==> src/design/hrd_pkg.sv <==
// Shared types, constants and character tables for the HTTP response dechunker.
package hrd_pkg;

  localparam int unsigned LINE_KEEP_DEF   = 50;
  localparam int unsigned LENGTH_BITS_DEF = 32;

  localparam int unsigned POS_BITS = 6;
  localparam logic [POS_BITS-1:0] POS_MAX    = 6'd63;
  localparam logic [POS_BITS-1:0] CODE_POS   = 6'd9;
  localparam logic [POS_BITS-1:0] STATUS_MIN = 6'd12;
  localparam logic [POS_BITS-1:0] LEN_LOC    = 6'd8;
  localparam logic [POS_BITS-1:0] LEN_CL     = 6'd14;
  localparam logic [POS_BITS-1:0] LEN_TE     = 6'd17;
  localparam logic [POS_BITS-1:0] LEN_PREFIX = 6'd7;
  localparam logic [POS_BITS-1:0] LEN_CHUNK  = 6'd8;

  // name_match bit positions
  localparam int unsigned M_LOC = 0;
  localparam int unsigned M_CL  = 1;
  localparam int unsigned M_TE  = 2;
  localparam logic [2:0] MATCH_ALL = 3'b111;

  localparam logic [9:0] CODE_NOT_FOUND = 10'd404;
  localparam logic [9:0] CODE_SERVER    = 10'd500;

  localparam logic [7:0] CH_CR    = 8'h0d;
  localparam logic [7:0] CH_LF    = 8'h0a;
  localparam logic [7:0] CH_COLON = 8'h3a;
  localparam logic [7:0] CH_SEMI  = 8'h3b;
  localparam logic [7:0] CH_ZERO  = 8'h30;
  localparam logic [7:0] CH_NINE  = 8'h39;
  localparam logic [7:0] CH_A_LO  = 8'h61;
  localparam logic [7:0] CH_F_LO  = 8'h66;

  localparam logic [8*7-1:0]  STATUS_PREFIX = "HTTP/1.";
  localparam logic [8*8-1:0]  NAME_LOC      = "Location";
  localparam logic [8*14-1:0] NAME_CL       = "Content-Length";
  localparam logic [8*17-1:0] NAME_TE       = "Transfer-Encoding";
  localparam logic [8*8-1:0]  VALUE_CHUNKED = " chunked";

  typedef enum logic [3:0] {
    PH_STATUS      = 4'd0,
    PH_STATUS_LF   = 4'd1,
    PH_NAME        = 4'd2,
    PH_SKIP        = 4'd3,
    PH_CL_SPACE    = 4'd4,
    PH_CL_DIGITS   = 4'd5,
    PH_TE_VALUE    = 4'd6,
    PH_LINE_LF     = 4'd7,
    PH_HEAD_LF     = 4'd8,
    PH_BODY        = 4'd9,
    PH_CHUNK_VALUE = 4'd10,
    PH_CHUNK_TRAIL = 4'd11
  } phase_t;

  typedef enum logic [1:0] {
    KIND_BODY      = 2'd0,
    KIND_HEADER    = 2'd1,
    KIND_NOT_FOUND = 2'd2,
    KIND_ERROR     = 2'd3
  } kind_t;

  typedef struct packed {
    logic [7:0] rx_byte;
    logic       restart;
  } rx_item_t;

  typedef struct packed {
    kind_t       out_kind;
    logic [7:0]  body_byte;
    logic [9:0]  response_code;
    logic        chunked;
    logic [31:0] content_length;
  } result_t;

  // Result handed from the parser to the output buffer
  typedef struct packed {
    logic    valid;
    result_t item;
  } push_t;

  // Character tables; callers only use an index below the string length.
  function automatic logic [7:0] status_char(input logic [2:0] i);
    return STATUS_PREFIX[8*(6-int'(i)) +: 8];
  endfunction

  function automatic logic [7:0] loc_char(input logic [2:0] i);
    return NAME_LOC[8*(7-int'(i)) +: 8];
  endfunction

  function automatic logic [7:0] cl_char(input logic [3:0] i);
    return NAME_CL[8*(13-int'(i)) +: 8];
  endfunction

  function automatic logic [7:0] te_char(input logic [4:0] i);
    return NAME_TE[8*(16-int'(i)) +: 8];
  endfunction

  function automatic logic [7:0] chunked_char(input logic [2:0] i);
    return VALUE_CHUNKED[8*(7-int'(i)) +: 8];
  endfunction

endpackage

==> src/design/hrd_stream_if.sv <==
// Valid/ready stream interface carrying one payload item.
interface hrd_stream_if #(
  parameter type payload_t = logic [7:0]
) (
  input logic clk
);
  logic     valid;
  logic     ready;
  payload_t data;

  modport source (input clk, output valid, output data, input ready);
  modport sink   (input clk, input valid, input data, output ready);
endinterface

==> src/design/hrd_parser.sv <==
// Per-byte response parser: state registers and next-state/result logic.
module hrd_parser #(
  parameter int unsigned LINE_KEEP   = hrd_pkg::LINE_KEEP_DEF,
  parameter int unsigned LENGTH_BITS = hrd_pkg::LENGTH_BITS_DEF
) (
  input  logic              clk,
  input  logic              rst,
  input  logic              accept,
  input  hrd_pkg::rx_item_t item,
  output hrd_pkg::push_t    push
);
  localparam int unsigned LB = LENGTH_BITS;

  hrd_pkg::phase_t                 phase, phase_next, s_phase;
  logic [hrd_pkg::POS_BITS-1:0]    line_position, pos_next, s_pos;
  logic [2:0]                      name_match, match_next, s_match;
  logic                            status_prefix_ok, prefix_next, s_prefix;
  logic [9:0]                      code_value, code_next, s_code;
  logic [LB-1:0]                   length_count, len_next, s_len;
  logic                            chunked_mode, chunked_next, s_chunked;

  logic [7:0]    c;
  logic          chunk_byte;
  logic          status_ok;
  logic [LB-1:0] len_dec10;
  logic [LB-1:0] len_hex;
  logic [13:0]   code_dec;

  assign c = item.rx_byte;

  // restart takes effect before the byte is looked at
  always_comb begin
    if (item.restart) begin
      s_phase   = hrd_pkg::PH_STATUS;
      s_pos     = '0;
      s_match   = hrd_pkg::MATCH_ALL;
      s_prefix  = 1'b1;
      s_code    = '0;
      s_len     = '0;
      s_chunked = 1'b0;
    end else begin
      s_phase   = phase;
      s_pos     = line_position;
      s_match   = name_match;
      s_prefix  = status_prefix_ok;
      s_code    = code_value;
      s_len     = length_count;
      s_chunked = chunked_mode;
    end
  end

  assign len_dec10 = (s_len << 3) + (s_len << 1) + LB'(c) - LB'(hrd_pkg::CH_ZERO);
  assign code_dec  = (14'(s_code) * 14'd10) + 14'(c - hrd_pkg::CH_ZERO);
  assign status_ok = s_prefix && (s_pos >= hrd_pkg::STATUS_MIN);

  always_comb begin
    len_hex = {s_len[LB-5:0], c[3:0]};
    if (c >= hrd_pkg::CH_A_LO) begin
      len_hex = {s_len[LB-5:0], 4'(c[3:0] + 4'd9)};
    end
  end

  always_comb begin
    phase_next   = s_phase;
    pos_next     = s_pos;
    match_next   = s_match;
    prefix_next  = s_prefix;
    code_next    = s_code;
    len_next     = s_len;
    chunked_next = s_chunked;
    chunk_byte   = 1'b0;
    push.valid   = 1'b0;
    push.item.out_kind      = hrd_pkg::KIND_BODY;
    push.item.body_byte     = '0;
    push.item.response_code = s_code;

    case (s_phase)
      hrd_pkg::PH_STATUS: begin
        if (c == hrd_pkg::CH_CR) begin
          phase_next = hrd_pkg::PH_STATUS_LF;
        end else if (s_pos < hrd_pkg::POS_BITS'(LINE_KEEP)) begin
          if (s_pos < hrd_pkg::LEN_PREFIX && c != hrd_pkg::status_char(s_pos[2:0])) begin
            prefix_next = 1'b0;
          end
          if (s_pos >= hrd_pkg::CODE_POS && s_pos < hrd_pkg::STATUS_MIN) begin
            if (c >= hrd_pkg::CH_ZERO && c <= hrd_pkg::CH_NINE) begin
              code_next = code_dec[9:0];
            end else begin
              prefix_next = 1'b0;
            end
          end
          pos_next = s_pos + 1'b1;
        end
      end
      hrd_pkg::PH_STATUS_LF: begin
        pos_next   = '0;
        match_next = hrd_pkg::MATCH_ALL;
        if (status_ok && s_code != hrd_pkg::CODE_NOT_FOUND && s_code < hrd_pkg::CODE_SERVER) begin
          phase_next = hrd_pkg::PH_NAME;
        end else begin
          phase_next  = hrd_pkg::PH_STATUS;
          prefix_next = 1'b1;
          code_next   = '0;
          push.valid  = 1'b1;
          if (status_ok && s_code == hrd_pkg::CODE_NOT_FOUND) begin
            push.item.out_kind      = hrd_pkg::KIND_NOT_FOUND;
            push.item.response_code = hrd_pkg::CODE_NOT_FOUND;
          end else begin
            push.item.out_kind      = hrd_pkg::KIND_ERROR;
            push.item.response_code = '0;
          end
        end
      end
      hrd_pkg::PH_NAME: begin
        if (c == hrd_pkg::CH_CR && s_pos == '0) begin
          phase_next = hrd_pkg::PH_HEAD_LF;
        end else if (c == hrd_pkg::CH_COLON) begin
          if (s_match[hrd_pkg::M_LOC] && s_pos >= hrd_pkg::LEN_LOC) begin
            phase_next = hrd_pkg::PH_SKIP;
          end else if (s_match[hrd_pkg::M_CL] && s_pos >= hrd_pkg::LEN_CL) begin
            len_next     = '0;
            chunked_next = 1'b0;
            phase_next   = hrd_pkg::PH_CL_SPACE;
          end else if (s_match[hrd_pkg::M_TE] && s_pos >= hrd_pkg::LEN_TE) begin
            match_next = 3'b001;
            pos_next   = '0;
            phase_next = hrd_pkg::PH_TE_VALUE;
          end else begin
            phase_next = hrd_pkg::PH_SKIP;
          end
        end else begin
          if (s_pos < hrd_pkg::LEN_LOC && c != hrd_pkg::loc_char(s_pos[2:0])) begin
            match_next[hrd_pkg::M_LOC] = 1'b0;
          end
          if (s_pos < hrd_pkg::LEN_CL && c != hrd_pkg::cl_char(s_pos[3:0])) begin
            match_next[hrd_pkg::M_CL] = 1'b0;
          end
          if (s_pos < hrd_pkg::LEN_TE && c != hrd_pkg::te_char(s_pos[4:0])) begin
            match_next[hrd_pkg::M_TE] = 1'b0;
          end
          if (s_pos < hrd_pkg::POS_MAX) begin
            pos_next = s_pos + 1'b1;
          end
        end
      end
      hrd_pkg::PH_SKIP: begin
        if (c == hrd_pkg::CH_CR) begin
          phase_next = hrd_pkg::PH_LINE_LF;
        end
      end
      hrd_pkg::PH_CL_SPACE: begin
        phase_next = hrd_pkg::PH_CL_DIGITS;
      end
      hrd_pkg::PH_CL_DIGITS: begin
        if (c == hrd_pkg::CH_CR) begin
          phase_next = hrd_pkg::PH_LINE_LF;
        end else begin
          len_next = len_dec10;
        end
      end
      hrd_pkg::PH_TE_VALUE: begin
        if (c == hrd_pkg::CH_CR) begin
          if (s_match[0] && s_pos >= hrd_pkg::LEN_CHUNK) begin
            chunked_next = 1'b1;
            len_next     = '0;
          end
          phase_next = hrd_pkg::PH_LINE_LF;
        end else begin
          if (s_pos < hrd_pkg::LEN_CHUNK && c != hrd_pkg::chunked_char(s_pos[2:0])) begin
            match_next[0] = 1'b0;
          end
          if (s_pos < hrd_pkg::POS_MAX) begin
            pos_next = s_pos + 1'b1;
          end
        end
      end
      hrd_pkg::PH_LINE_LF: begin
        pos_next   = '0;
        match_next = hrd_pkg::MATCH_ALL;
        phase_next = hrd_pkg::PH_NAME;
      end
      hrd_pkg::PH_HEAD_LF: begin
        if (s_chunked) begin
          len_next   = '0;
          phase_next = hrd_pkg::PH_CHUNK_VALUE;
        end else begin
          phase_next = hrd_pkg::PH_BODY;
        end
        push.valid         = 1'b1;
        push.item.out_kind = hrd_pkg::KIND_HEADER;
      end
      hrd_pkg::PH_BODY: begin
        if (!s_chunked) begin
          push.valid          = 1'b1;
          push.item.body_byte = c;
        end else if (s_len != '0) begin
          len_next            = s_len - 1'b1;
          push.valid          = 1'b1;
          push.item.body_byte = c;
        end else begin
          phase_next = hrd_pkg::PH_CHUNK_VALUE;
          chunk_byte = 1'b1;
        end
      end
      hrd_pkg::PH_CHUNK_VALUE: begin
        chunk_byte = 1'b1;
      end
      hrd_pkg::PH_CHUNK_TRAIL: begin
        if (c == hrd_pkg::CH_LF) begin
          phase_next = hrd_pkg::PH_BODY;
        end
      end
      default: begin
        phase_next   = hrd_pkg::PH_STATUS;
        pos_next     = '0;
        match_next   = hrd_pkg::MATCH_ALL;
        prefix_next  = 1'b1;
        code_next    = '0;
        len_next     = '0;
        chunked_next = 1'b0;
      end
    endcase

    // chunk size line: hex digits shift in until CR or ';'
    if (chunk_byte) begin
      case (c) inside
        hrd_pkg::CH_CR, hrd_pkg::CH_SEMI: phase_next = hrd_pkg::PH_CHUNK_TRAIL;
        [hrd_pkg::CH_ZERO:hrd_pkg::CH_NINE], [hrd_pkg::CH_A_LO:hrd_pkg::CH_F_LO]:
          len_next = len_hex;
        default: ;
      endcase
    end

    push.item.chunked        = chunked_next;
    push.item.content_length = 32'(len_next);
  end

  always_ff @(posedge clk) begin
    if (rst) begin
      phase            <= hrd_pkg::PH_STATUS;
      line_position    <= '0;
      name_match       <= hrd_pkg::MATCH_ALL;
      status_prefix_ok <= 1'b1;
      code_value       <= '0;
      length_count     <= '0;
      chunked_mode     <= 1'b0;
    end else if (accept) begin
      phase            <= phase_next;
      line_position    <= pos_next;
      name_match       <= match_next;
      status_prefix_ok <= prefix_next;
      code_value       <= code_next;
      length_count     <= len_next;
      chunked_mode     <= chunked_next;
    end
  end

  // a status failure always sends the parser back to the status line
  a_fail_restarts: assert property (@(posedge clk) disable iff (rst)
    accept && push.valid && (push.item.out_kind == hrd_pkg::KIND_ERROR ||
      push.item.out_kind == hrd_pkg::KIND_NOT_FOUND)
    |=> phase == hrd_pkg::PH_STATUS && code_value == '0)
    else $error("status failure did not return to status line");

  // every chunked body byte consumes one count
  a_chunk_count: assert property (@(posedge clk) disable iff (rst)
    accept && push.valid && push.item.out_kind == hrd_pkg::KIND_BODY && push.item.chunked
    |=> length_count == $past(length_count) - 1'b1)
    else $error("chunked body byte without count decrement");

endmodule

==> src/design/hrd_out_buf.sv <==
// Two-entry result buffer between the parser and the result channel.
module hrd_out_buf (
  input  logic                     clk,
  input  logic                     rst,
  input  hrd_pkg::push_t           push,
  output logic                     room,
  hrd_stream_if.source             result
);
  hrd_pkg::result_t slot0, slot0_next;
  hrd_pkg::result_t slot1, slot1_next;
  logic [1:0]       count, count_next;
  logic             pop;
  logic             wr_idx;

  assign room         = (count != 2'd2);
  assign result.valid = (count != 2'd0);
  assign result.data  = slot0;
  assign pop          = result.valid && result.ready;
  assign wr_idx       = 1'(count - 2'(pop));

  always_comb begin
    slot0_next = pop ? slot1 : slot0;
    slot1_next = slot1;
    if (push.valid) begin
      if (wr_idx) begin
        slot1_next = push.item;
      end else begin
        slot0_next = push.item;
      end
    end
    count_next = count + 2'(push.valid) - 2'(pop);
  end

  always_ff @(posedge clk) begin
    slot0 <= slot0_next;
    slot1 <= slot1_next;
    if (rst) begin
      count <= '0;
    end else begin
      count <= count_next;
    end
  end

  a_no_overflow: assert property (@(posedge clk) disable iff (rst)
    push.valid |-> count != 2'd2)
    else $error("result pushed into full buffer");

  a_count_range: assert property (@(posedge clk) disable iff (rst)
    count != 2'd3)
    else $error("buffer count out of range");

endmodule

==> src/design/http_response_dechunker.sv <==
// Top level: HTTP response header parser and chunked body decoder.
//
//  channel  dir  payload                                            accepted when
//  rx       in   rx_byte[8], restart[1]                             rx.valid & rx.ready
//  result   out  out_kind[2], body_byte[8], response_code[10],
//                chunked[1], content_length[32]                     result.valid & result.ready
//
// One byte is accepted per cycle; each byte is decoded by the per-state logic in
// hrd_parser in the cycle it is accepted, and its result (if any) is written into a
// two-entry buffer that presents the oldest result on the result channel.
// rx.ready drops only while both buffer entries hold results that have not been taken.
// rst is synchronous and returns the parser to the status-line state and empties
// the buffer; restart on an item does the same for the parser alone.
module http_response_dechunker #(
  parameter int unsigned LINE_KEEP   = hrd_pkg::LINE_KEEP_DEF,   // status chars counted
  parameter int unsigned LENGTH_BITS = hrd_pkg::LENGTH_BITS_DEF  // length register width
) (
  input logic          clk,
  input logic          rst,
  hrd_stream_if.sink   rx,
  hrd_stream_if.source result
);
  hrd_pkg::push_t push;
  logic           room;
  logic           accept;

  // the parser only advances on an accepted item; results go straight to the buffer
  assign rx.ready = room;
  assign accept   = rx.valid && room;

  hrd_parser #(
    .LINE_KEEP   (LINE_KEEP),
    .LENGTH_BITS (LENGTH_BITS)
  ) u_parser (
    .clk    (clk),
    .rst    (rst),
    .accept (accept),
    .item   (rx.data),
    .push   (push)
  );

  // results are pushed only for accepted items
  hrd_pkg::push_t push_q;
  always_comb begin
    push_q       = push;
    push_q.valid = push.valid && accept;
  end

  hrd_out_buf u_out_buf (
    .clk    (clk),
    .rst    (rst),
    .push   (push_q),
    .room   (room),
    .result (result)
  );

endmodule

==> src/flat_wrapper.sv <==
// flat-port wrapper written by rule: the top's interface ports become plain ports
module http_response_dechunker_flat 
#(
  parameter int unsigned LINE_KEEP   = hrd_pkg::LINE_KEEP_DEF,                          
  parameter int unsigned LENGTH_BITS = hrd_pkg::LENGTH_BITS_DEF                          
)
  (clk, rst, rx_valid, rx_data, rx_ready, result_valid, result_data, result_ready);
  hrd_stream_if #(.payload_t(hrd_pkg::rx_item_t)) rx_i (.clk(clk));
  hrd_stream_if #(.payload_t(hrd_pkg::result_t)) result_i (.clk(clk));
  input logic clk;
  input logic rst;
  input wire logic [$bits(rx_i.valid)-1:0] rx_valid;
  input wire logic [$bits(rx_i.data)-1:0] rx_data;
  output wire logic [$bits(rx_i.ready)-1:0] rx_ready;
  output wire logic [$bits(result_i.valid)-1:0] result_valid;
  output wire logic [$bits(result_i.data)-1:0] result_data;
  input wire logic [$bits(result_i.ready)-1:0] result_ready;
  assign rx_i.valid = rx_valid;
  assign rx_i.data = rx_data;
  assign rx_ready = rx_i.ready;
  assign result_valid = result_i.valid;
  assign result_data = result_i.data;
  assign result_i.ready = result_ready;
  http_response_dechunker #(.LINE_KEEP(LINE_KEEP), .LENGTH_BITS(LENGTH_BITS)) u_core (.clk(clk), .rst(rst), .rx(rx_i), .result(result_i));
endmodule
==> config.mk <==
export PLATFORM = sky130hd
export DESIGN_NAME = http_response_dechunker_flat
export DESIGN_NICKNAME = d
export VERILOG_FILES = /design/src/design/hrd_pkg.sv /design/src/design/hrd_stream_if.sv /design/src/design/hrd_parser.sv /design/src/design/hrd_out_buf.sv /design/src/design/http_response_dechunker.sv /design/src/flat_wrapper.sv
export SDC_FILE = /design/constraint.sdc
export NUM_CORES = 1
export LEC_CHECK = 0
export BUFFER_PORTS_ARGS = -buffer_cell sky130_fd_sc_hd__buf_2
export CAP_MARGIN = 20
export CORE_MARGIN = 8
export CORE_UTILIZATION = 35
export CTS_BUF_LIST = sky130_fd_sc_hd__clkbuf_4 sky130_fd_sc_hd__clkbuf_8 sky130_fd_sc_hd__clkbuf_16
export CTS_CLUSTER_DIAMETER = 30
export DETAILED_ROUTE_END_ITERATION = 10
export HOLD_SLACK_MARGIN = 0.03
export PLACE_DENSITY_LB_ADDON = 0.12
export SETUP_SLACK_MARGIN = 0.5
export SLEW_MARGIN = 30
export SYNTH_ARGS = -nofsm -noshare
export SYNTH_HDL_FRONTEND = slang
export SYNTH_SLANG_ARGS = --single-unit
==> constraint.sdc <==
create_clock -name clk -period 4.9 [get_ports clk]
set_clock_uncertainty 0.15 [all_clocks]
set_input_delay 0.245 -clock clk [delete_from_list [all_inputs] [get_ports clk]]
set_output_delay 0.245 -clock clk [all_outputs]
set_load 0.05 [all_outputs]
# --- Yosys cells after proc, flatten, opt, wreduce, memory -nomap -nowiden ---
# Index checks and enable logic that the tools add are counted.
word_totals:
  output_inout_bits: 55
  regBits: 165
op_classes:
  n_eq_ne: 23
  n_addsub: 15
  mul: 1
  reduce_logical: 33
  magnitude_cmp: 17
  muxes: 97
  shifts: 5
ops:
  columns: ["op", "count"]
  rows:
  - ["$mux W32", 14]
  - ["$pmux W32 S6", 1]
  - ["$mux W53", 3]
  - ["$shiftx A136 B9 Y8 const A", 1]
  - ["$shiftx A64 B7 Y8 const A", 2]
  - ["$shiftx A112 B8 Y8 const A", 1]
  - ["$mux W10", 8]
  - ["$mux W6", 10]
  - ["$shiftx A56 B7 Y8 const A", 1]
  - ["$mux W4", 11]
  - ["$ne A8 B8 Y1", 5]
  - ["$pmux W4 S10", 1]
  - ["$add A32 B32 Y32", 1]
  - ["$add A32 B8 Y32", 1]
  - ["$reduce_bool A32 Y1", 1]
  - ["$sub A32 B1 Y32 const B", 1]
  - ["$sub A32 B6 Y32 const B", 1]
  - ["$mux W3", 10]
  - ["$pmux W10 S3", 1]
  - ["$ge A6 B4 Y1 const B", 4]
  - ["$mux W1", 24]
  - ["$mux W8", 3]
  - ["$pmux W6 S4", 1]
  - ["$reduce_or A10 Y1", 2]
  - ["other kinds (45)", 83]

# --- Longest topological paths before layout ---
# Gate-level depths: netlist of run 1.
depth:
  word_depth: 13
  depth_mapped: 23
  mapped_depth_nobuf: 17

# --- Cells and area by module ---
# From an unflattened synthesis of run 1, not the netlist that was laid out.
hier_totals:
  cells_unflattened: 1631
  hier_area_um2: 14204.9
modules_own_cells:
  columns: ["module", "n_inst", "area_each_um2", "seq_area_each_um2", "cells_each"]
  rows:
  - ["hrd_parser", 1, 10122.2, 1141.1, 1391]
  - ["hrd_out_buf", 1, 4070.2, 2692.6, 238]
  - ["http_response_dechunker", 1, 12.5, 0.0, 2]

# --- Least setup slack after synthesis of run 1 ---
# OpenSTA, ideal clock, no wires.
synth_timing:
  path_kind: "input port to flip-flop"
  startpoint: "in rx_data[0]"
  endpoint: "reg u_core.u_out_buf.slot0, in the netlist u_core.u_out_buf.result.data[31]"
  cell_stages: 22
  setup_slack_ns: 0.057
  n_path_buf: 8
  arrival_ns: 4.618
  setup_time_ns: 0.074
  cell_sequence: "buf_2 -> buf_2 -> buf_2 -> buf_2 -> buf_2 -> buf_2 -> buf_1 -> buf_1 -> nor2_1 -> xnor2_1 -> ha_1 -> ha_1 -> inv_1 -> fa_1 -> nor2b_1 -> o31ai_1 -> a31oi_1 -> o2111ai_1 -> a21boi_0 -> mux2_2 -> a31o_2 -> o21ai_0"
synth_lines:
  columns: ["element", "line_no", "text"]
  rows:
  - ["start: declaration", "flat_wrapper.sv:13", "input wire logic [$bits(rx_i.data)-1:0] rx_data;"]
  - ["end signal: assignment", "hrd_out_buf.sv:35", "slot0 <= slot0_next;"]
  - ["end: declaration", "hrd_out_buf.sv:9", "hrd_pkg::result_t slot0, slot0_next;"]

==> flow_metrics.py, run 1 <==
metrics = {
    "synth": {
        "synth-seq-area-share_pct": 26.6,
        "yosys.area.top_type": "dfxtp_1",
        "ys_ff_latch": 165,
        "synth_enable_flop_cells": 53,
        "synth_commonest_cells": "nand2_1, a21oi_1, nor2_1",
        "yosys_warnings": 0,
        "syn_nets": 1956,
        "ys_types": 107,
        "yosys.area_share.simple_pct": 20.2,
        "synth_adder_area_share_pct": 11.6,
        "async_flop_share_pct": 0,
        "synth_top_cell_area_share_pct": 15.5,
        "syn_area_per_cell_sq_um": 7.95,
        "synthMuxAreaShare_pct": 4.57,
        "ys.flop_type": "dfxtp_1",
        "synth_area_sq_um": 14400,
        "synth_compound_area_share_pct": 25.4,
        "netlist_instances": 1813,
        "synthXorXnorAreaFrac_pct": 4.92,
        "synth_top_family_by_area": "compound AO/OA/AOI/OAI gates",
        "ys_top_cells_by_area": "dfxtp_1, edfxtp_1, ha_1",
        "synth.most_common_cell": "nand2_1",
    },
    "worst_setup_path": {
        "cpPeakStageDelay_ns": 0.50,
        "path_buf_inv": 4,
        "crit_fanout": 6,
        "crit_path_cell_trace": "inv_1 -> nor2_2 -> inv_1 -> ha_1 -> fa_1 -> inv_1 -> ha_1 -> o211ai_1 -> o211ai_1 -> a31oi_4 -> o31ai_2 -> a21bo_2 -> a21oi_1 -> o21ai_1 -> buf_4 -> nand2_1",
        "crit_type": "flip-flop to flip-flop",
        "startpoint_type": "flip-flop",
        "path_common_cell": "inv_1",
        "setup.worst_path.end_class": "flip-flop",
        "crit_required_ns": 4.95,
        "crit_path_top_delay_cell": "fa_1",
        "path_delay_family": "compound AO/OA/AOI/OAI gates",
        "cp.arrival_ns": 4.27,
    },
    "cells_and_area": {
        "multi_input_area_sq_um": 9740,
        "final_layout_size_suffix_gt1_share_pct": 13.7,
        "antenna_cells": 0,
        "area_growth_pct": 11.8,
        "fillers": 4194,
        "final_nets": 1985,
        "seqCellArea_sq_um": 3840,
    },
    "job": {
        "cap_violations": 0,
    },
    "global_route": {
        "grt_pass1_wl_um": 78100,
        "track_usage_pct": 20.5,
        "grt_max_degree": 72,
        "grt_pass1_vias": 12818,
        "antenna_found_initial": 0,
        "grt_overflow": 0,
    },
    "die": {
        "boundaryPins": 68,
        "rows": 74,
        "coreArea_sq_um": 40700,
        "die_y_um": 219,
        "initial_core_util_pct": 35.4,
        "design.die.area_sq_um": 48000,
        "die_w_um": 219,
    },
    "placed_design": {
        "place.gp.congestion": 0.917,
        "port_buffers": 67,
        "dp.final_hpwl_um": 37700,
    },
    "pwr": {
        "p_leak_nw": 6.94,
        "power_density_nw_per_um2": 394,
        "ir_drop_mv": 0.276,
        "p_total_mw": 6.36,
    },
    "routing": {
        "wirelength_um": 50300,
        "via_per_inst": 5.78,
        "initialDrtViolationCount": 1233,
        "wl_per_cell_um": 21.1,
        "dr.pass1.iters": 5,
        "ant_nets": 0,
        "drc": 0,
        "vias": 13789,
    },
    "cts": {
        "clk_pin_slew_ns": 0.08,
        "cts-root-buf": "clkbuf_16",
        "cts_tree": "yes",
        "clk_latency_ns": 0.44,
        "cts_setup_buffers": 0,
        "cts_buffer_depth": 2,
        "cts_buffers": 17,
        "htree_levels": 4,
        "cts_sinks": 165,
    },
    "sta": {
        "setup_viol": 0,
        "worst_slew_pin_slew_ns": 0.881,
        "relSlewSlack_pct": 40.8,
        "finalCriticalPeriod_ns": 4.22,
        "setup_tns_ns": 0,
        "max_freq_mhz": 237,
        "hold_viol_final": 0,
        "rsz0062_at_grt": "true",
        "period_share_pct": 86.2,
        "drv_slew": 0,
    },
    "outcome": {
        "status": "complete, no violations",
    },
    "min_path": {
        "hold_class": "input port to flip-flop",
    },
}
[registers in the layout (all words and copies together) (netlist names)]
| register | count |
|---|---|
| u_core.u_out_buf.count | 2 |
| u_core.u_parser.status_prefix_ok | 1 |
| u_core.u_parser.line_position | 6 |
| u_core.u_parser.chunked_mode | 1 |
| u_core.u_parser.name_match | 3 |
| u_core.u_parser.length_count | 32 |
| u_core.u_parser.phase | 4 |
| u_core.u_out_buf.result.data | 53 |
| u_core.u_out_buf.slot1 | 53 |
| u_core.u_parser.code_value | 10 |
[final cells by class]
class	instances	share of cell area, %
repair buffers	128	5.17
clock buffers	17	2.64
well taps	532	4.13
flip-flops and latches	165	23.8
clock inverters	15	1.01
inverters	122	2.84
multi-input cells	1408	60.4
[cells by family after synthesis]
logic type	count (synthesis)
and+or+nand+nor	577
AOI/OAI and AO/OA	557
buffers and inverters	240
DFF	165
adders and majority gates	130
xor gates and xnor gates	81
muxes	63
[power breakdown]
group | switching (mW) | internal, mW | total (mW)
Sequential | 0.186 | 1.69 | 1.87
Combinational | 2.11 | 1.02 | 3.13
Clock | 0.674 | 0.684 | 1.36
Total | 2.97 | 3.39 | 6.36
[timing repair]
action	CTS	global route
pin swaps	0	1
endpoints found under the setup margin	4	28
resized for setup	1	14
hold buffers	0	0
[worst register-to-register path, cell delays in order, from the launching register on]
cell and delay (ns):
dfxtp_1 0.38, inv_1 0.12, nor2_2 0.23, inv_1 0.07, ha_1 0.29, fa_1 0.50, inv_1 0.04, ha_1 0.34
o211ai_1 0.12, o211ai_1 0.38, a31oi_4 0.20, o31ai_2 0.41, a21bo_2 0.20, a21oi_1 0.08, o21ai_1 0.25, buf_4 0.18
nand2_1 0.05
[worst paths after layout]
check / startpoint / to / slack [ns] / cells after the start
worst max-delay path: u_core.u_parser.length_count[4]$_SDFFE_PP0P_ / u_core.u_out_buf.slot1[28]$_DFFE_PP_ / 0.68 / 16
worst min-delay path: result_ready / u_core.u_out_buf.result.data[52]$_DFF_P_ / 0.13 / 4
worst max register to register: u_core.u_parser.length_count[4]$_SDFFE_PP0P_ / u_core.u_out_buf.slot1[28]$_DFFE_PP_ / 0.68 / 16
worst min register to register: u_core.u_parser.length_count[7]$_SDFFE_PP0P_ / u_core.u_parser.length_count[7]$_SDFFE_PP0P_ / 0.35 / 2
[per-layer routing]
layer	up-vias	routed length, um	GRT usage (%)
met2	513	21200	30.0
met1	6601	25200	31.3
met3	36	3210	2.67
met4	0	603	4.18
li1	6639	-	-
met5	-	0	0
[per-stage QoR]
step           instance area (sq um)  instances  hold WS [ns]  util [%]  worst slack, ns
2_1_floorplan                  14500       1813         0.300         -            0.503
6_report                       16100       2387         0.126      39.6            0.676
3_5_place_dp                   15500       2354         0.330      37.9            0.318
4_1_cts                        16000       2386        0.0953      39.4            0.510
3_3_place_gp                   15500       2354         0.326      37.9            0.342
5_1_grt                        16100       2387         0.125      39.6            0.469
[placed cells by master (no fill, tap or decap), types with 18 or more instances in the layout]
master / count
buf_4: 59
o22ai_1: 21
edfxtp_1: 53
dfxtp_1: 110
ha_1: 123
nand3_1: 33
nand2b_1: 18
mux2i_1: 40
xnor2_1: 60
and2_1: 22
o21ai_0: 126
inv_1: 120
a21o_1: 30
nand2_1: 165
nor2b_1: 32
a21oi_1: 148
a31oi_1: 30
nand4_1: 18
mux2_2: 23
xor2_1: 21
buf_2: 66
nor3_1: 46
nor2_1: 141
(Power assumes the default switching activity.)
==> run 2, diff against run 1 <==
--- a/config.mk
+++ b/config.mk
@@ -8,9 +8,8 @@
 export BUFFER_PORTS_ARGS = -buffer_cell sky130_fd_sc_hd__buf_2
 export CAP_MARGIN = 20
 export CORE_MARGIN = 8
-export CORE_UTILIZATION = 35
+export CORE_UTILIZATION = 57
 export CTS_BUF_LIST = sky130_fd_sc_hd__clkbuf_4 sky130_fd_sc_hd__clkbuf_8 sky130_fd_sc_hd__clkbuf_16
-export CTS_CLUSTER_DIAMETER = 30
 export DETAILED_ROUTE_END_ITERATION = 10
 export HOLD_SLACK_MARGIN = 0.03
 export PLACE_DENSITY_LB_ADDON = 0.12
==> run 2 against run 1 <==
  * Total power rose by 0.71%
  * Register-to-register slack got worse by 0.08 ns
  * Hold slack got worse by 0.017 ns
  * Utilization rose by 24 points
  * Sequential cell count did not move
==> flow_metrics.py, run 2 (synthesized netlist as in run 1, its figures left out) <==
metrics = {
    "cells_and_area": {
        "final_nets": 1982,
        "mostFrequentLayoutCells": "nand2_1, a21oi_1, nor2_1",
        "final_layout_size_suffix_gt1_share_pct": 13.3,
        "area_growth_pct": 9.55,
        "stdcell_area_sq_um": 15800,
        "final_common_cell": "nand2_1",
        "final_util_pct": 63.1,
        "final_cell_count_no_fill": 2183,
    },
    "die": {
        "design.die.area_sq_um": 30600,
        "coreArea_sq_um": 25000,
        "die_y_um": 175,
        "boundaryPins": 68,
        "die_w_um": 175,
        "initial_core_util_pct": 57.6,
        "rows": 58,
    },
    "cts": {
        "cts_buffer_depth": 2,
        "cts_sinks": 165,
        "cts_buffers": 17,
        "cts_tree": "yes",
        "clk_latency_ns": 0.44,
        "htree_levels": 4,
        "cts-root-buf": "clkbuf_16",
        "cts_setup_buffers": 0,
        "clk_pin_slew_ns": 0.07,
    },
    "pwr": {
        "netSwitchingFraction_pct": 47.2,
        "p_sw_mw": 3.02,
        "p_total_mw": 6.40,
        "clkPwrFrac_pct": 21.3,
        "combPwrFrac_pct": 49.2,
        "p_int_mw": 3.38,
        "seq_power_share_pct": 29.5,
        "p_leak_nw": 6.92,
        "ir_drop_mv": 0.436,
        "power_density_nw_per_um2": 405,
    },
    "routing": {
        "via_per_inst": 6.48,
        "drc": 0,
        "ant_nets": 0,
        "dr.pass1.iters": 6,
        "vias": 14154,
        "wl_per_cell_um": 22.2,
        "wirelength_um": 48400,
        "initialDrtViolationCount": 1773,
    },
    "worst_setup_path": {
        "setup.worst_path.end_class": "flip-flop",
        "crit_fanout": 8,
        "worst-r2r-setup-slack_ns": 0.59,
        "r2r_start": "u_core.u_parser.length_count[2]$_SDFFE_PP0P_",
        "rr_worst_depth": 14,
        "crit_required_ns": 4.94,
        "rr_endpoint": "u_core.u_out_buf.slot1[20]$_DFFE_PP_",
        "cp.arrival_ns": 4.34,
        "startpoint_type": "flip-flop",
        "crit_type": "flip-flop to flip-flop",
    },
    "placed_design": {
        "placedCellCount": 2150,
        "place.gp.congestion": 0.996,
        "dp.final_hpwl_um": 35800,
        "port_buffers": 67,
        "place_ws_ns": 0.477,
        "placed_area_sq_um": 15200,
    },
    "sta": {
        "hold_viol_final": 0,
        "worst_slew_pin_slew_ns": 0.947,
        "max_freq_mhz": 232,
        "setup_tns_ns": 0,
        "period_share_pct": 87.9,
        "rsz0062_at_grt": "true",
        "setup_ws_ns": 0.593,
        "fin_hold_ws_ns": 0.109,
        "relSlewSlack_pct": 36.7,
        "drv_slew": 0,
        "setup_viol": 0,
        "finalCriticalPeriod_ns": 4.31,
    },
    "global_route": {
        "grt_use_met2_pct": 42.2,
        "antenna_found_initial": 0,
        "met1_usage_pct": 44.9,
        "grt_use_met3_pct": 9.73,
        "top_usage_layer": "met1",
        "grt_pass1_vias": 12930,
        "grt_pass1_wl_um": 75400,
        "grt_max_degree": 105,
        "track_usage_pct": 30.8,
        "grt_overflow": 0,
    },
    "min_path": {
        "hold_start": "result_ready",
        "hold_class": "input port to flip-flop",
        "whs_endpoint": "u_core.u_out_buf.result.data[52]$_DFF_P_",
        "worstHoldPathCells": 4,
    },
    "job": {
        "cap_violations": 0,
    },
    "outcome": {
        "status": "complete, no violations",
    },
}
-- run 2: cell types whose count changed in the layout (fill, tap and decap cells not counted), moves of 2 or more --
cell	before	now
a21oi_1	148	146
a21oi_2	1	3
a22oi_1	13	15
a22oi_2	2	0
buf_4	59	56
clkinv_4	4	0
inv_8	4	7
-- run 2: timing repair --
item | in CTS | in global routing
resized for setup | 1 | 9
pin swaps | 0 | 2
setup endpoints to repair | 1 | 27
hold buffers | 0 | 0
-- run 2: layout make-up --
class	count	area [sq um]
multi-input cells	1408	9710
fillers	2264	9240
flip-flops and latches	165	3830
repair buffers	125	796
inverters	122	458
clock buffers	17	425
well taps	330	413
clock inverters	15	155
diodes	1	2.50
-- run 2: worst max-delay path by stage --
| stage | from | end | slack [ns] | cells past startpoint |
|---|---|---|---|---|
| floorplan | rx_data[0] | u_core.u_out_buf.slot1[26]$_DFFE_PP_ | 0.50 | 20 |
| global placement | rx_data[0] | u_core.u_out_buf.slot1[14]$_DFFE_PP_ | 0.61 | 15 |
| detailed placement | u_core.u_parser.length_count[2]$_SDFFE_PP0P_ | u_core.u_out_buf.slot1[28]$_DFFE_PP_ | 0.48 | 14 |
| CTS | u_core.u_parser.length_count[2]$_SDFFE_PP0P_ | u_core.u_out_buf.slot1[26]$_DFFE_PP_ | 0.52 | 14 |
| global route | u_core.u_parser.length_count[4]$_SDFFE_PP0P_ | u_core.u_out_buf.slot1[26]$_DFFE_PP_ | 0.48 | 15 |
| finish | u_core.u_parser.length_count[2]$_SDFFE_PP0P_ | u_core.u_out_buf.slot1[20]$_DFFE_PP_ | 0.59 | 14 |
-- run 2: routing by layer --
layer / routed length (um) / vias up
li1: - / 6625
met1: 22100 / 6640
met2: 19200 / 810
met3: 6090 / 79
met4: 1030 / 0
met5: 0 / -
-- run 2: power groups by stage --
stage                     sequential [mW]  clock, mW  combinational (mW)
after CTS                            1.88       1.37                3.10
after global routing                 1.92       1.42                3.38
after detailed placement             1.91          0                3.08
after floorplan                      2.66          0                1.56
after global placement               1.90          0                3.05
final                                1.89       1.36                3.15
-- run 2: critical path, stage by stage (launching register included) --
cell,delay (ns)
dfxtp_2,0.46
nor2b_2,0.29
xnor2_1,0.10
ha_1,0.19
a21o_1,0.17
fa_1,0.48
ha_4,0.31
o211ai_1,0.11
o211ai_1,0.43
a31oi_4,0.20
o31ai_2,0.41
xnor2_1,0.20
o22ai_1,0.23
a21oi_2,0.25
inv_1,0.06
==> run 3, diff against run 2 <==
--- a/config.mk
+++ b/config.mk
@@ -13,6 +13,7 @@
 export DETAILED_ROUTE_END_ITERATION = 10
 export HOLD_SLACK_MARGIN = 0.03
 export PLACE_DENSITY_LB_ADDON = 0.12
+export REMOVE_ABC_BUFFERS = 1
 export SETUP_SLACK_MARGIN = 0.5
 export SLEW_MARGIN = 30
 export SYNTH_ARGS = -nofsm -noshare
==> run 3 against run 2 <==
  * Combinational power decreased by 3%
  * Via count rose by 0.14%
  * Sequential cell count unchanged
  * Critical path depth grew 1
  * Fmax grew 3.9%
  * Clock power grew 3%
  * Largest cell class unchanged
  * Highest routed layer unchanged
==> flow_metrics.py, run 3 (synthesized netlist as in run 1, its figures left out) <==
metrics = {
    "die": {
        "die_w_um": 175,
        "design.die.area_sq_um": 30600,
        "coreArea_sq_um": 25000,
        "die_y_um": 175,
        "boundaryPins": 68,
        "rows": 58,
        "initial_core_util_pct": 57.6,
    },
    "routing": {
        "initialDrtViolationCount": 1697,
        "drc": 0,
        "dr.pass1.iters": 6,
        "ant_nets": 0,
        "via_per_inst": 6.50,
        "wl_per_cell_um": 21.3,
        "vias": 14174,
        "wirelength_um": 46500,
    },
    "sta": {
        "drv_slew": 0,
        "setup_ws_ns": 0.754,
        "max_freq_mhz": 241,
        "worst_slew_pin_slew_ns": 0.927,
        "relSlewSlack_pct": 38.1,
        "rsz0062_at_grt": "false",
        "setup_tns_ns": 0,
        "setup_viol": 0,
        "fin_hold_ws_ns": 0.0666,
        "period_share_pct": 84.6,
        "hold_viol_final": 0,
        "finalCriticalPeriod_ns": 4.15,
    },
    "cts": {
        "cts_sinks": 165,
        "cts_buffers": 17,
        "clk_pin_slew_ns": 0.08,
        "cts-root-buf": "clkbuf_16",
        "htree_levels": 4,
        "cts_buffer_depth": 2,
        "holdBufCountCts": 0,
        "clk_latency_ns": 0.45,
        "cts_tree": "yes",
    },
    "global_route": {
        "grt_max_degree": 64,
        "track_usage_pct": 29.6,
        "grt_pass1_vias": 12953,
        "antenna_found_initial": 1,
        "grt_overflow": 0,
        "grt_pass1_wl_um": 73200,
    },
    "cells_and_area": {
        "final_layout_size_suffix_gt1_share_pct": 13.2,
        "area_growth_pct": 9.37,
        "final_common_cell": "nand2_1",
        "fillers": 2326,
        "final_nets": 1982,
        "antenna_cells": 0,
        "stdcell_area_sq_um": 15800,
        "final_cell_count_no_fill": 2182,
        "final_util_pct": 63.0,
        "mostFrequentLayoutCells": "nand2_1, a21oi_1, nor2_1",
    },
    "placed_design": {
        "dp.final_hpwl_um": 33600,
        "placed_area_sq_um": 15100,
        "port_buffers": 67,
        "placedCellCount": 2148,
        "place_ws_ns": 0.334,
        "place.gp.congestion": 0.974,
    },
    "job": {
        "cap_violations": 0,
    },
    "pwr": {
        "power_density_nw_per_um2": 401,
        "p_total_mw": 6.33,
        "p_leak_nw": 6.91,
        "ir_drop_mv": 0.368,
    },
    "worst_setup_path": {
        "cp.arrival_ns": 4.36,
        "crit_fanout": 5,
        "setup.worst_path.end_class": "flip-flop",
        "crit_required_ns": 5.11,
        "crit_type": "flip-flop to flip-flop",
        "startpoint_type": "flip-flop",
    },
    "min_path": {
        "hold_class": "input port to flip-flop",
    },
    "outcome": {
        "status": "complete, no violations",
    },
}
-- run 3: cell count changes in the layout (fill, tap and decap cells not counted), sizes merged --
cell and delta:
diode -1
-- run 3: critical path, cell delays in order (launching register included) --
cell       delay (ns)
dfxtp_2          0.39
nor2b_1          0.18
inv_1            0.08
ha_1             0.27
inv_1            0.05
fa_1             0.53
inv_1            0.06
fa_1             0.46
nor2b_1          0.22
o31ai_2          0.14
a31oi_4          0.26
o2111ai_2        0.25
a21boi_1         0.27
mux2_2           0.37
a31o_2           0.22
o21ai_0          0.17
-- run 3: power breakdown --
part,leakage (nW),switching [mW],internal [mW]
Combinational,5.17,2.06,1.00
Clock,0.285,0.712,0.686
Sequential,1.46,0.182,1.68
-- run 3: layout make-up --
class / instances / area, sq um / area share (%)
clock buffers: 17 / 425 / 2.70
clock inverters: 15 / 151 / 0.960
inverters: 122 / 458 / 2.90
multi-input cells: 1408 / 9700 / 61.5
flip-flops and latches: 165 / 3840 / 24.3
well taps: 330 / 413 / 2.62
repair buffers: 125 / 783 / 4.97
-- run 3: timing repair --
| item | CTS | global route |
|---|---|---|
| resized for setup | 6 | 9 |
| buffers inserted | 0 | 2 |
| setup endpoints to repair | 14 | 36 |
| pin swaps | 0 | 1 |
| endpoints found under the hold margin | 0 | 0 |
-- run 3: layer usage --
| metal | routed length [um] | global-route usage, % |
|---|---|---|
| met5 | 0 | 0 |
| met4 | 1200 | 8.76 |
| met3 | 4140 | 4.81 |
| met2 | 20100 | 45.0 |
| met1 | 21100 | 42.2 |
-- run 3: path summary, 6_finish.rpt --
check | cells after the start | to | startpoint | slack [ns]
max reg2reg | 15 | u_core.u_out_buf.result.data[31]$_DFF_P_ | u_core.u_parser.length_count[1]$_SDFFE_PP0P_ | 0.75
min reg2reg | 2 | u_core.u_parser.length_count[5]$_SDFFE_PP0P_ | u_core.u_parser.length_count[5]$_SDFFE_PP0P_ | 0.35
max | 15 | u_core.u_out_buf.result.data[31]$_DFF_P_ | u_core.u_parser.length_count[1]$_SDFFE_PP0P_ | 0.75
min | 4 | u_core.u_parser.line_position[0]$_SDFFE_PP0P_ | rst | 0.07
